==> config.mk <==
export PLATFORM = sky130hd
export DESIGN_NAME = led_pattern_pwm_controller_flat
export DESIGN_NICKNAME = d
export VERILOG_FILES = /design/src/sv/lpp_pkg.sv /design/src/sv/lpp_if.sv /design/src/sv/lpp_update.sv /design/src/sv/led_pattern_pwm_controller.sv /design/src/flat_wrapper.sv
export SDC_FILE = /design/constraint.sdc
export NUM_CORES = 1
export LEC_CHECK = 0
export ABC_AREA = 1
export ABC_CLOCK_PERIOD_IN_PS = 7430
export BUFFER_PORTS_ARGS = -buffer_cell sky130_fd_sc_hd__buf_2
export CAP_MARGIN = 15
export CORE_MARGIN = 2
export CORE_UTILIZATION = 60
export CTS_CLUSTER_SIZE = 10
export DETAILED_ROUTE_END_ITERATION = 8
export MAX_ROUTING_LAYER = met4
export PLACE_DENSITY = 0.88
export SLEW_MARGIN = 20
export SYNTH_ARGS = -nofsm -noshare
export SYNTH_HDL_FRONTEND = slang
export SYNTH_SLANG_ARGS = --single-unit
==> constraint.sdc <==
create_clock -name clk -period 7.43 [get_ports clk]
set_clock_uncertainty 0.05 [all_clocks]
set_input_delay 0 -clock clk [delete_from_list [all_inputs] [get_ports clk]]
set_output_delay 0 -clock clk [all_outputs]
set_load 0.02 [all_outputs]
==> src/sv/lpp_pkg.sv <==
package lpp_pkg;

  localparam int NUM_LEDS_DEFAULT = 4;
  localparam int NUM_LEDS_MAX = 16;
  localparam int LEVELS_W = 4;

  localparam logic [2:0] MODE_OFF     = 3'd0;
  localparam logic [2:0] MODE_ON      = 3'd1;
  localparam logic [2:0] MODE_RUNNING = 3'd2;
  localparam logic [2:0] MODE_PAUSE   = 3'd3;
  localparam logic [2:0] MODE_ALARM   = 3'd4;

  localparam logic OP_TICK = 1'b0;
  localparam logic OP_SET  = 1'b1;

  localparam logic [7:0] RUN_PERIOD      = 8'd128;
  localparam logic [4:0] RUN_DIVIDE      = 5'd8;
  localparam logic [4:0] ALARM_DIVIDE    = 5'd2;
  localparam logic [4:0] ALARM_TABLE_LEN = 5'd16;
  localparam logic [4:0] PAUSE_PRESCALE  = 5'd31;
  localparam logic [7:0] PAUSE_ON_SHORT  = 8'd20;
  localparam logic [7:0] PAUSE_OFF_SHORT = 8'd50;
  localparam logic [7:0] PAUSE_OFF_LONG  = 8'd250;

  localparam logic [4:0] PHASE_FIRST_ON   = 5'd0;
  localparam logic [4:0] PHASE_SHORT_OFF  = 5'd1;
  localparam logic [4:0] PHASE_SECOND_ON  = 5'd2;
  localparam logic [4:0] PHASE_LONG_OFF   = 5'd3;

  localparam logic [7:0] ALARM_TABLE [16] = '{
    8'd0, 8'd9, 8'd37, 8'd79, 8'd128, 8'd176, 8'd218, 8'd246,
    8'd255, 8'd246, 8'd218, 8'd176, 8'd128, 8'd79, 8'd37, 8'd9
  };

  localparam logic [7:0] RUN_TABLE [32] = '{
    8'd0, 8'd1, 8'd6, 8'd15, 8'd26, 8'd39, 8'd54, 8'd70,
    8'd85, 8'd100, 8'd113, 8'd124, 8'd133, 8'd138, 8'd140, 8'd138,
    8'd133, 8'd124, 8'd113, 8'd100, 8'd85, 8'd70, 8'd54, 8'd39,
    8'd26, 8'd15, 8'd6, 8'd1, 8'd0, 8'd0, 8'd0, 8'd0
  };

  typedef struct packed {
    logic [2:0] mode;
    logic [4:0] step;
    logic [7:0] period;
    logic [4:0] slow;
    logic       pin;
  } led_state_t;

endpackage

==> src/sv/lpp_if.sv <==
interface lpp_req_if;
  import lpp_pkg::*;

  logic       valid;
  logic       ready;
  logic       operation;
  logic [1:0] led_index;
  logic [2:0] new_mode;

  modport source (output valid, output operation, output led_index, output new_mode,
                  input ready);
  modport sink (input valid, input operation, input led_index, input new_mode,
                output ready);
endinterface

interface lpp_rsp_if;
  import lpp_pkg::*;

  logic                valid;
  logic                ready;
  logic [LEVELS_W-1:0] led_levels;

  modport source (output valid, output led_levels, input ready);
  modport sink (input valid, input led_levels, output ready);
endinterface

==> src/sv/lpp_update.sv <==
module lpp_update (
  input  lpp_pkg::led_state_t cur,
  output lpp_pkg::led_state_t nxt
);
  import lpp_pkg::*;

  logic [7:0] period_inc;
  logic [4:0] slow_inc;
  logic [4:0] step_inc;
  logic [7:0] limit;
  logic       next_level;
  logic       phase_ok;

  assign period_inc = cur.period + 8'd1;
  assign slow_inc   = cur.slow + 5'd1;
  assign step_inc   = cur.step + 5'd1;

  always_comb begin
    limit      = PAUSE_ON_SHORT;
    next_level = 1'b0;
    phase_ok   = 1'b1;
    case (cur.step)
      PHASE_FIRST_ON: begin
        limit      = PAUSE_ON_SHORT;
        next_level = 1'b0;
      end
      PHASE_SHORT_OFF: begin
        limit      = PAUSE_OFF_SHORT;
        next_level = 1'b1;
      end
      PHASE_SECOND_ON: begin
        limit      = PAUSE_ON_SHORT;
        next_level = 1'b0;
      end
      PHASE_LONG_OFF: begin
        limit      = PAUSE_OFF_LONG;
        next_level = 1'b1;
      end
      default: begin
        phase_ok = 1'b0;
      end
    endcase
  end

  always_comb begin
    nxt = cur;
    unique case (cur.mode)
      MODE_RUNNING: begin
        nxt.period = period_inc;
        nxt.pin    = (period_inc < RUN_TABLE[cur.step]);
        if (period_inc == RUN_PERIOD) begin
          nxt.period = '0;
          nxt.slow   = slow_inc;
          if (slow_inc == RUN_DIVIDE) begin
            nxt.slow = '0;
            nxt.step = step_inc;
          end
        end
      end
      MODE_ALARM: begin
        nxt.period = period_inc;
        nxt.pin    = (period_inc < ALARM_TABLE[cur.step[3:0]]);
        if (period_inc == 8'd0) begin
          nxt.slow = slow_inc;
          if (slow_inc == ALARM_DIVIDE) begin
            nxt.slow = '0;
            nxt.step = (step_inc == ALARM_TABLE_LEN) ? 5'd0 : step_inc;
          end
        end
      end
      MODE_PAUSE: begin
        if (slow_inc != PAUSE_PRESCALE) begin
          nxt.slow = slow_inc;
        end else begin
          nxt.slow = '0;
          if (!phase_ok) begin
            nxt.period = '0;
            nxt.step   = '0;
            nxt.pin    = 1'b0;
          end else if (period_inc == limit) begin
            nxt.period = '0;
            nxt.step   = {3'd0, step_inc[1:0]};
            nxt.pin    = next_level;
          end else begin
            nxt.period = period_inc;
          end
        end
      end
      default: begin
        nxt = cur;
      end
    endcase
  end

endmodule

==> src/sv/led_pattern_pwm_controller.sv <==
// Drives NUM_LEDS LED pins in off, on, running (breathing PWM), pause (double blink) or
// alarm mode. Each request word is either a mode command for one LED or a PWM tick for
// all LEDs, and each request yields one response word with the pin levels of LEDs 0 to 3.
// A tick walks the LEDs through one shared update unit, one LED per cycle, and the block
// takes a new request only once the response to the last one has been loaded into the
// output register. The response sits in that output register, so a new request can be
// taken while the previous response still waits.
module led_pattern_pwm_controller #(
  parameter int NUM_LEDS = lpp_pkg::NUM_LEDS_DEFAULT
) (
  input logic     clk,
  input logic     rst,
  lpp_req_if.sink   req,
  lpp_rsp_if.source rsp
);
  import lpp_pkg::*;

  localparam int IDX_W = (NUM_LEDS > 1) ? $clog2(NUM_LEDS) : 1;
  localparam logic [IDX_W-1:0] LAST_IDX = IDX_W'(NUM_LEDS - 1);

  localparam logic [1:0] S_IDLE = 2'd0;
  localparam logic [1:0] S_RUN  = 2'd1;
  localparam logic [1:0] S_DONE = 2'd2;

  logic [1:0]       state;
  logic [IDX_W-1:0] seq_idx;

  logic [2:0] mode   [NUM_LEDS];
  logic [4:0] step   [NUM_LEDS];
  logic [7:0] period [NUM_LEDS];
  logic [4:0] slow   [NUM_LEDS];
  logic       pin    [NUM_LEDS];

  logic                out_valid;
  logic [LEVELS_W-1:0] out_levels;
  logic [LEVELS_W-1:0] levels;

  led_state_t cur;
  led_state_t nxt;

  logic             accept;
  logic [4:0]       cmd_wide;
  logic             cmd_ok;
  logic [IDX_W-1:0] cmd_idx;
  logic             load_out;

  assign req.ready  = (state == S_IDLE);
  assign accept     = req.valid && req.ready;
  assign cmd_wide   = {3'd0, req.led_index};
  assign cmd_ok     = (cmd_wide < 5'(NUM_LEDS)) && (req.new_mode <= MODE_ALARM);
  assign cmd_idx    = cmd_wide[IDX_W-1:0];
  assign load_out   = (state == S_DONE) && (!out_valid || rsp.ready);

  assign rsp.valid      = out_valid;
  assign rsp.led_levels = out_levels;

  assign cur.mode   = mode[seq_idx];
  assign cur.step   = step[seq_idx];
  assign cur.period = period[seq_idx];
  assign cur.slow   = slow[seq_idx];
  assign cur.pin    = pin[seq_idx];

  lpp_update u_update (
    .cur (cur),
    .nxt (nxt)
  );

  for (genvar g = 0; g < LEVELS_W; g++) begin : g_levels
    if (g < NUM_LEDS) begin : g_live
      assign levels[g] = pin[g];
    end else begin : g_dark
      assign levels[g] = 1'b0;
    end
  end

  always_ff @(posedge clk) begin
    if (rst) begin
      state   <= S_IDLE;
      seq_idx <= '0;
    end else begin
      unique case (state)
        S_IDLE: begin
          seq_idx <= '0;
          if (accept) begin
            state <= (req.operation == OP_TICK) ? S_RUN : S_DONE;
          end
        end
        S_RUN: begin
          if (seq_idx == LAST_IDX) begin
            state   <= S_DONE;
            seq_idx <= '0;
          end else begin
            seq_idx <= seq_idx + 1'b1;
          end
        end
        S_DONE: begin
          if (load_out) begin
            state <= S_IDLE;
          end
        end
        default: begin
          state <= S_IDLE;
        end
      endcase
    end
  end

  always_ff @(posedge clk) begin
    if (rst) begin
      for (int i = 0; i < NUM_LEDS; i++) begin
        mode[i]   <= MODE_OFF;
        step[i]   <= '0;
        period[i] <= '0;
        slow[i]   <= '0;
        pin[i]    <= 1'b0;
      end
    end else if (state == S_RUN) begin
      step[seq_idx]   <= nxt.step;
      period[seq_idx] <= nxt.period;
      slow[seq_idx]   <= nxt.slow;
      pin[seq_idx]    <= nxt.pin;
    end else if (accept && (req.operation == OP_SET) && cmd_ok) begin
      mode[cmd_idx] <= req.new_mode;
      unique case (req.new_mode)
        MODE_OFF: begin
          pin[cmd_idx] <= 1'b0;
        end
        MODE_ON, MODE_PAUSE: begin
          pin[cmd_idx] <= 1'b1;
        end
        default: begin
          step[cmd_idx]   <= '0;
          period[cmd_idx] <= '0;
          slow[cmd_idx]   <= '0;
          pin[cmd_idx]    <= 1'b0;
        end
      endcase
    end
  end

  always_ff @(posedge clk) begin
    if (rst) begin
      out_valid <= 1'b0;
    end else if (load_out) begin
      out_valid <= 1'b1;
    end else if (rsp.ready) begin
      out_valid <= 1'b0;
    end
  end

  always_ff @(posedge clk) begin
    if (load_out) begin
      out_levels <= levels;
    end
  end

endmodule

==> src/flat_wrapper.sv <==
// flat-port wrapper written by rule: the top's interface ports become plain ports
module led_pattern_pwm_controller_flat import lpp_pkg::*;
#(
  parameter int NUM_LEDS = lpp_pkg::NUM_LEDS_DEFAULT
)
  (clk, rst, req_valid, req_operation, req_led_index, req_new_mode, req_ready, rsp_valid, rsp_led_levels, rsp_ready);
  lpp_req_if req_i ();
  lpp_rsp_if rsp_i ();
  input logic clk;
  input logic rst;
  input wire logic [$bits(req_i.valid)-1:0] req_valid;
  input wire logic [$bits(req_i.operation)-1:0] req_operation;
  input wire logic [$bits(req_i.led_index)-1:0] req_led_index;
  input wire logic [$bits(req_i.new_mode)-1:0] req_new_mode;
  output wire logic [$bits(req_i.ready)-1:0] req_ready;
  output wire logic [$bits(rsp_i.valid)-1:0] rsp_valid;
  output wire logic [$bits(rsp_i.led_levels)-1:0] rsp_led_levels;
  input wire logic [$bits(rsp_i.ready)-1:0] rsp_ready;
  assign req_i.valid = req_valid;
  assign req_i.operation = req_operation;
  assign req_i.led_index = req_led_index;
  assign req_i.new_mode = req_new_mode;
  assign req_ready = req_i.ready;
  assign rsp_valid = rsp_i.valid;
  assign rsp_led_levels = rsp_i.led_levels;
  assign rsp_i.ready = rsp_ready;
  led_pattern_pwm_controller #(.NUM_LEDS(NUM_LEDS)) u_core (.clk(clk), .rst(rst), .req(req_i), .rsp(rsp_i));
endmodule
# [Word level (Yosys, flattened, before mapping)]
# Memories as Yosys holds them, arrays and structs flattened. A register that Yosys moved wholly into a read port is not among the register bits.
# Cells that the tools add are included.
[op_classes] add_sub_neg=4 order_cmp=6 n_eq_ne=23 n_mux=94 n_bitwise=4 n_reduce_logical=28
[op_table] op="$mux W5" n=13
[op_table] op="$pmux W19 S3" n=1
[op_table] op="$mux W8" n=7
[op_table] op="$mux W1" n=44
[op_table] op="$mux W2" n=22
[op_table] op="$mux W13" n=2
[op_table] op="$reduce_or A5 Y1" n=4
[op_table] op="$mux W18" n=1
[op_table] op="$lt A8 B8 Y1" n=2
[op_table] op="$pmux W8 S2" n=1
[op_table] op="$reduce_or A8 Y1" n=2
[op_table] op="$eq A5 B2 Y1 const B" n=3
[op_table] op="$add A5 B1 Y5 const B" n=2
[op_table] op="$eq A3 B2 Y1 const B" n=3
[op_table] op="$add A8 B1 Y8 const B" n=1
[op_table] op="$eq A8 B8 Y1" n=1
[op_table] op="$eq A8 B8 Y1 const B" n=1
[op_table] op="$logic_not A8 Y1" n=1
[op_table] op="$ge A6 B6 Y1 const B" n=1
[op_table] op="$not A5 Y6" n=1
[op_table] op="$pmux W2 S3" n=1
[op_table] op="$reduce_or A3 Y1" n=2
[op_table] op="$eq A5 B1 Y1 const B" n=1
[op_table] op="$eq A5 B4 Y1 const B" n=1
[op_table] op="30 further kinds" n=41
[word_totals] register_bits=5 ramBits=88 mem_bits_ro=384 output_inout_bits=6 elab_cells=169 mem_count=7
[mem_list] memory="(no name shown)" depth=32 width=8 rd=1 rd_ports_with_merged_regs=0 write_ports=0 line="lpp_update.sv:50" source="nxt.pin = (period_inc < RUN_TABLE[cur.step]);"
[mem_list] memory="(no name shown)" depth=16 width=8 rd=1 rd_ports_with_merged_regs=0 write_ports=0 line="lpp_update.sv:62" source="nxt.pin = (period_inc < ALARM_TABLE[cur.step[3:0]]);"
[mem_list] memory="u_core.period" depth=4 width=8 rd=1 rd_ports_with_merged_regs=1 write_ports=4 line="led_pattern_pwm_controller.sv:30" source="logic [7:0] period [NUM_LEDS];"
[mem_list] memory="u_core.slow" depth=4 width=5 rd=1 rd_ports_with_merged_regs=1 write_ports=4 line="led_pattern_pwm_controller.sv:31" source="logic [4:0] slow [NUM_LEDS];"
[mem_list] memory="u_core.step" depth=4 width=5 rd=1 rd_ports_with_merged_regs=1 write_ports=4 line="led_pattern_pwm_controller.sv:29" source="logic [4:0] step [NUM_LEDS];"
[mem_list] memory="u_core.mode" depth=4 width=3 rd=1 rd_ports_with_merged_regs=1 write_ports=4 line="led_pattern_pwm_controller.sv:28" source="logic [2:0] mode [NUM_LEDS];"
[mem_list] memory="1 more memories"

# [Longest topological paths before layout]
# Gate-level depths: netlist of the first run.
[depth] depth_word=12 mapped_depth=25 ltp_nobuf=23

# [Cells and area by module]
# A second synthesis of the first run with hierarchy kept.
[hier_totals] cells_unflattened=841 hier_area_um2=6578.8
[modules_own_cells] module="led_pattern_pwm_controller" instances=1 cells_each=424 area_each_um2=4359.2
[modules_own_cells] module="lpp_update" instances=1 cells_each=417 area_each_um2=2219.6

# [Worst setup path after synthesis of the first run]
# Ideal clock, no wire load.
[synth_timing] path_type="reg-to-reg" startpoint="register (tool-made name)" endpoint="memory u_core.pin[1], data pin" arrival_time_ns=2.985 setup_slack_ns=4.268 stages_incl_launch_ff=21 cell_sequence="dfxtp_1 > inv_2 > buf_2 > buf_2 > nand2_1 > nand3_1 > nand2_1 > inv_1 > ha_1 > or2_2 > a21oi_1 > ha_1 > inv_1 > nor3_1 > a2111oi_0 > a21boi_0 > nand2_1 > nand2_1 > nand2_1 > nand2_1 > inv_1"
[synth_lines] element="end: declaration" line="led_pattern_pwm_controller.sv:32" source="logic pin [NUM_LEDS];"

==> run summary, run 1 <==
Status - completed
GRT Total Usage - 29.75%
CP max-delay cell - nand2_1
Post-route ant nets - 0
Final setup violation count - 0
DR vias - 6,014
Max-slew headroom - 34.80%
Area of the core - 0.01089 sq mm
Fmax - 0.2190 GHz
Net Count, Synth - 950
Synthesized area - 0.006746 sq mm
Die area - 0.01211 sq mm
Fin Setup TNS - 0 ns
Crit-path most repeated cell - nand2_1
Hold buffers post-CTS - 9
Vias per cell - 5.663
Clk pin slew, worst setup/hold paths - 0.08 ns
CP max FO - 48
DR DRC count - 0
Final Critical Period - 4.567 ns
EDFF count, synth - 92
DRT Pass-1 Iters - 7
Worst Hold Class - primary input to flip-flop
Worst path bufs/invs - 5
PwrDens - 207.5 mW/mm^2
RSZ-0062 raised after global routing - no
Core Util, Final - 65.24%
Cells after Synth - 912
DRT Wirelength - 16.60 mm
Async set or reset register ratio after synthesis - 0%
Post-CTS Setup Bufs - 0
Initial antenna violation count - 0
Main area contributors after synthesis - edfxtp_1, nand2_1, nor2_1
Synth Flop Type - edfxtp_1
Clk_lat worst skew - 0.37 ns
Worst-Margin Slew - 0.9756 ns
Layout cell share with drive strength beyond 1 - 7.375%
Synthesis warning total - 0
Post-synth top area share - 40.95%
Die Span X - 110.0 um
Std-Cell Rows - 38
Period utilization - 61.46%
Seq/Total Area, Yosys - 43.03%
Nets - 957
Vias in the first global route - 5,505
MaxCap Viol Count - 0
IO buf count - 15
Clk sinks - 99
Leakage - 3.286 nW
Num CTS Buffers - 9
Count leader, synth - nand2_1
Final Hold Vio Count - 0
Kind of cell adding the most delay to the critical path - simple AND/OR/NAND/NOR gates
CP max stage delay - 0.57 ns
Clk buf depth - 2
CP cell instances - buf_4 > inv_2 > nand2_1 > nand3_1 > nand2_1 > inv_1 > or2_2 > a21oi_1 > ha_1 > inv_1 > nor3_1 > a2111oi_0 > a21boi_0 > nand2_1 > nand2_1 > nand2_1 > nand2_1 > inv_1
Post-DP HPWL - 11.53 mm
1st-iter DRT viols - 627
Worst vdd ir - 0.0001874 V
Critical Path End Type - flip-flop
CTS root buffer - clkbuf_8
Filler cells - 912
CTS tree - done
Critical path launch point type - flip-flop
Synth area leader - edfxtp_1
First-pass GRT wire length - 26.40 mm
Ant diodes - 0
GP Congestion - 0.9579
Die Y-Extent - 110.0 um
Critical path type - flip-flop to flip-flop
Effective utilization at floorplan - 61.96%
Ports - 16
Footprint of the multi-input gates - 0.003236 sq mm
Post-CTS sizing - 0
Max Slew Vio Count - 0
Most instantiated cells after synthesis - nand2_1, nor2_1, inv_1
CTS H-tree depth - 3
Area grow syn2layout - 5.286%
Post-synth cell types - 44
Avg Cell Area, Syn - 7.397 sq um
Wire length per cell - 15.63 um
Total global routing overflow - 0
CP required - 7.62 ns
Largest net degree at the start of global routing - 49
Reg area - 0.002903 sq mm
Seq cells post-synth - 99
WP data arrival - 4.76 ns
-- stage by stage --
step	worst slack [ns]	area [sq um]	total power, mW	hold slack (ns)	instances
after floorplan	4.268	6746	1.054	0.01907	912
after global placement	3.209	6858	1.166	0.1609	1039
after detailed placement	3.041	6858	1.174	0.1619	1039
after CTS	3.004	7103	1.465	0.02968	1062
after global routing	2.429	7103	1.555	0.06164	1062
final	2.863	7103	1.474	0.03428	1062
-- layer usage --
layer | vias up | wire [um] | GRT usage [%]
met5 | - | 0 | -
met4 | 0 | 753 | 14.29
met3 | 65 | 1295 | 6.467
met2 | 292 | 7847 | 46.71
met1 | 2678 | 6699 | 36.71
li1 | 2979 | - | -
-- sequential cells by signal, summed over array words and instances, names as in the netlist, named ones only --
signal / cells
u_core.period: 32
u_core.slow: 20
u_core.step: 20
u_core.mode: 12
rsp_led_levels: 4
u_core.pin: 4
u_core.seq_idx: 2
u_core.state: 2
u_core.rsp.valid: 1
-- power by group --
group / switching, mW / internal, mW
logic: 0.358 / 0.143
clock network: 0.178 / 0.118
registers: 0.0151 / 0.661
total: 0.551 / 0.922
-- final timing paths --
check | slack (ns) | from | depth (start not counted) | endpoint
worst min-delay path | 0.03 | req_valid | 7 | u_core.state[1]
worst min register to register | 0.37 | u_core.pin[3] | 0 | rsp_led_levels[3]
worst max register to register | 2.86 | flip-flop | 18 | u_core.pin[1]
worst max-delay path | 2.86 | flip-flop | 18 | u_core.pin[1]
-- cell families (layout without fill, tap and decap cells) --
logic type / Yosys count / in the layout / share of synthesized area, %
simple gates: 519 / 519 / 32.36
buf+inv: 149 / 159 / 9.106
compound gates: 114 / 114 / 9.811
flops: 99 / 99 / 43.03
fa+ha+maj: 28 / 28 / 5.193
xor+xnor: 3 / 3 / 0.5009
-- final cells by class --
cell class	instances	share of cell area (%)
clock buffers	10	1.797
repair buffers	28	2.748
multi-input cells	664	45.55
well taps	140	2.466
clock inverters	4	0.3875
inverters	117	6.183
flip-flops and latches	99	40.87
-- cell usage in the layout, fill, tap and decap left out, types with 3 or more instances in the layout --
master / count
inv_2: 5
nor3_1: 10
edfxtp_1: 92
buf_2: 15
nor2_2: 10
nand2_2: 9
nand4_1: 9
nor2_1: 125
nand3_1: 75
a31oi_1: 3
buf_4: 4
o21ai_0: 52
o211ai_1: 7
o21ai_1: 8
or2_2: 4
clkbuf_8: 9
nand3b_1: 3
dfxtp_1: 7
nand2_1: 269
dlygate4sd3_1: 9
inv_1: 111
ha_1: 28
o22ai_1: 4
a21oi_1: 23
o21bai_1: 4
-- worst reg2reg max path, delay by kind of cell, from the launching register on --
kind	cells	cell delay (ns)
fa+ha+maj	1	0.26
compound gates	3	0.79
simple gates	9	1.67
flops	1	0.32
buf+inv	5	1.35
Power figures use the tool's default switching activity.
==> run 2: changes to the inputs <==
ABC_AREA = 0   (was 1)
ABC_CLOCK_PERIOD_IN_PS = 3700   (was 7430)
CORE_UTILIZATION = 57   (was 60)
clock period = 3.7 ns   (was 7.43 ns; I/O delays follow)
==> run summary, run 2 <==
Status - complete, but fails checks
Failing checks - setup timing
Filler cells - 838 (-8.1%)
Leading registers by flop count - u_core.period: 32 flops, u_core.slow: 20 flops, u_core.step: 20 flops
Net Count, Synth - 662 (-30%)
Final setup violation count - 3 (+3)
Clk_lat worst skew - 0.36 ns (about the same)
MaxCap Viol Count - 0 (unchanged)
Post-DP HPWL - 12.53 mm (+8.7%)
1st-iter DRT viols - 666 (+6.2%)
Leakage - 2.921 nW (-11%)
Seq cells post-synth - 99 (unchanged)
Max Slew Vio Count - 0 (unchanged)
Ant diodes - 0 (unchanged)
DRT Wirelength - 18.00 mm (+8.5%)
Total global routing overflow - 0 (unchanged)
Layout cell share with drive strength beyond 1 - 23.22% (+16 points)
CTS root buffer - clkbuf_16
Worst vdd ir - 0.0003650 V (+95%)
First-pass GRT wire length - 27.90 mm (+5.7%)
CP endpoint - u_core.pin[1]
CP max-delay cell - mux4_2
Post-synth cell types - 80 (+82%)
Critical Path End Type - flip-flop
Max reg flops - 32 (unchanged)
Worst-Margin Slew - 0.7481 ns (-0.2275 ns)
CP max stage delay - 0.57 ns (about the same)
R2r setup slk - -0.07 ns (-2.93 ns)
Finished Cell Area - 0.007629 sq mm (+7.4%)
Max-slew headroom - 49.99% (+15 points)
CTS tree - done
Seq/Total Area, Yosys - 44.62% (+1.6 points)
EDFF count, synth - 92 (unchanged)
Pre-CTS WS - -0.07852 ns (-3.120 ns)
Hold WS - 0.03802 ns (+0.003741 ns)
Commonest non-fill, non-tap cell in the layout - edfxtp_1
DR vias - 5,493 (-8.7%)
Fin Setup TNS - -0.1441 ns (-0.1441 ns)
Worst Hold Class - primary input to flip-flop
Wire length per cell - 21.64 um (+38%)
Initial antenna violation count - 0 (unchanged)
Largest net degree at the start of global routing - 20 (-59%)
GRT Total Usage - 30.60% (+0.85 points)
Async set or reset register ratio after synthesis - 0% (unchanged)
Avg Cell Area, Syn - 10.42 sq um (+41%)
Clk pin slew, worst setup/hold paths - 0.07 ns (about the same)
Die area - 0.01228 sq mm (+1.4%)
Die Y-Extent - 110.8 um (+0.72%)
Nets - 722 (-25%)
Post-route ant nets - 0 (unchanged)
CP max FO - 10 (-79%)
Std-Cell Rows - 39 (+2.6%)
Worst R2R Path Depth - 15 (-3)
RSZ-0062 raised after global routing - yes
Vias per cell - 6.602 (+17%)
Vias in the first global route - 5,229 (-5.0%)
Crit-path most repeated cell - buf_12
PwrDens - 373.6 mW/mm^2 (+80%)
Cells after Synth - 624 (-32%)
Final Hold Vio Count - 0 (unchanged)
CTS H-tree depth - 3 (unchanged)
Most frequent cells in the layout - edfxtp_1, nor2_1, a21oi_1
Reg-to-Reg End - u_core.pin[1]
Ports - 16 (unchanged)
Largest register by flop count - u_core.period
Num CTS Buffers - 9 (unchanged)
Clk buf depth - 2 (unchanged)
Dpl cell area - 0.007029 sq mm (+2.5%)
Effective utilization at floorplan - 57.71% (-4.3 points)
Clk sinks - 99 (unchanged)
Critical path type - flip-flop to flip-flop
Count leader, synth - edfxtp_1
Final Worst Setup Slack - -0.07000 ns (-2.933 ns)
GP Congestion - 1.029 (+7.4%)
Most instantiated cells after synthesis - edfxtp_1, nor2_1, a21oi_1
Synthesis warning total - 0 (unchanged)
Area grow syn2layout - 17.27%
Critical path launch point type - flip-flop
Area of the core - 0.01127 sq mm (+3.5%)
Period utilization - 101.9% (+40 points)
DR DRC count - 0 (unchanged)
Synth area leader - edfxtp_1
Synthesized area - 0.006505 sq mm (-3.6%)
IO buf count - 15 (unchanged)
DRT Pass-1 Iters - 5 (-2)
Main area contributors after synthesis - edfxtp_1, ha_1, mux4_2
Die Span X - 110.8 um (+0.72%)
CP cell instances - buf_12 > buf_12 > mux4_2 > buf_4 > and2_1 > nand2_2 > xnor2_2 > ha_1 > and4_1 > a21oi_1 > nand3_1 > a31oi_2 > a211oi_2 > o31ai_2 > o221a_1
Final Critical Period - 3.770 ns (-0.7966 ns)
Synth Flop Type - edfxtp_1
Post-synth top area share - 42.47% (+1.5 points)
Fmax - 0.2653 GHz (+21%)
CP required - 3.87 ns (-3.75 ns)
WP data arrival - 3.94 ns (-0.82 ns)
==> run 2: cell types whose count changed after synthesis, moves of 10 or more <==
cell,previous run,this run
nor2b_1,0,10
mux4_2,0,13
nand3_1,75,20
nor2_2,10,0
nor2_1,125,76
inv_1,111,23
nand2_1,269,51
a21o_1,0,12
o21ai_0,52,17
nand2b_1,0,14
a21oi_1,23,58
and2_1,0,11
==> run 2: cell families after synthesis <==
kind of cell | share of synthesized area (%)
DFF | 44.62
adders and majority gates | 5.386
and+or+nand+nor | 18.39
buffers and inverters | 3.693
AOI/OAI and AO/OA | 17.06
muxes | 9.117
xor gates and xnor gates | 1.731
==> run 2: timing repair <==
action,CTS,global route
setup buffers,5,7
hold buffers,7,0
endpoints found under the setup margin,3,43
pin swaps,1,13
endpoints found under the hold margin,16,0
gates resized for setup,7,26
gates cloned,0,0
==> run 2: layout make-up <==
cell class | count | area, sq um | area share [%]
Multi-Input combinational cell | 472 | 3526 | 46.22
Inverter | 24 | 105.1 | 1.378
Sequential cell | 99 | 2907 | 38.10
Tap cell | 143 | 178.9 | 2.345
Clock inverter | 6 | 56.30 | 0.7381
Clock buffer | 10 | 229.0 | 3.001
Timing Repair Buffer | 78 | 626.9 | 8.217
==> run 2: power by group <==
group | switching, mW | leakage [nW] | internal, mW
clock network | 0.394 | 0.141 | 0.518
registers | 0.0214 | 1.01 | 1.28
logic | 0.382 | 1.77 | 0.252
total | 0.798 | 2.92 | 2.05
==> run 2: layer usage <==
metal,vias up,part of all wire [%],global-route usage [%]
met5,-,0,-
met4,0,3.7,13.17
met3,61,7.1,5.358
met1,2663,42,40.25
li1,2491,-,-
met2,278,47,47.28
==> run 2: through the flow <==
step	util [%]	cells	power, mW
after global placement	62.36	797	1.878
after floorplan	-	624	1.719
after detailed placement	62.36	797	1.894
final	67.68	832	2.850
after CTS	66.08	825	2.818
after global routing	67.68	832	2.965
==> run 2: worst min path at each step <==
stage | end | slack, ns | from | depth (start not counted)
after CTS | u_core.state[0] | 0.02 | req_valid | 4
final | u_core.state[0] | 0.04 | req_valid | 4
after floorplan | u_core.rsp.valid | 0.13 | rsp_ready | 2
after detailed placement | u_core.rsp.valid | 0.25 | rsp_ready | 3
after global placement | u_core.rsp.valid | 0.23 | rsp_ready | 3
after global routing | u_core.mode[0][0] | 0.05 | req_led_index[1] | 2
==> run 2: worst max-delay path: cells and delay by family, from the launching register on <==
| kind | cells | cell delay [ns] |
|---|---|---|
| flip-flops | 1 | 0.39 |
| adder cells (fa/ha/maj) | 1 | 0.29 |
| AND/OR/NAND/NOR | 4 | 0.64 |
| buffers and inverters | 3 | 0.46 |
| XOR/XNOR | 1 | 0.16 |
| multiplexers | 1 | 0.57 |
| AO/OA/AOI/OAI | 5 | 1.06 |
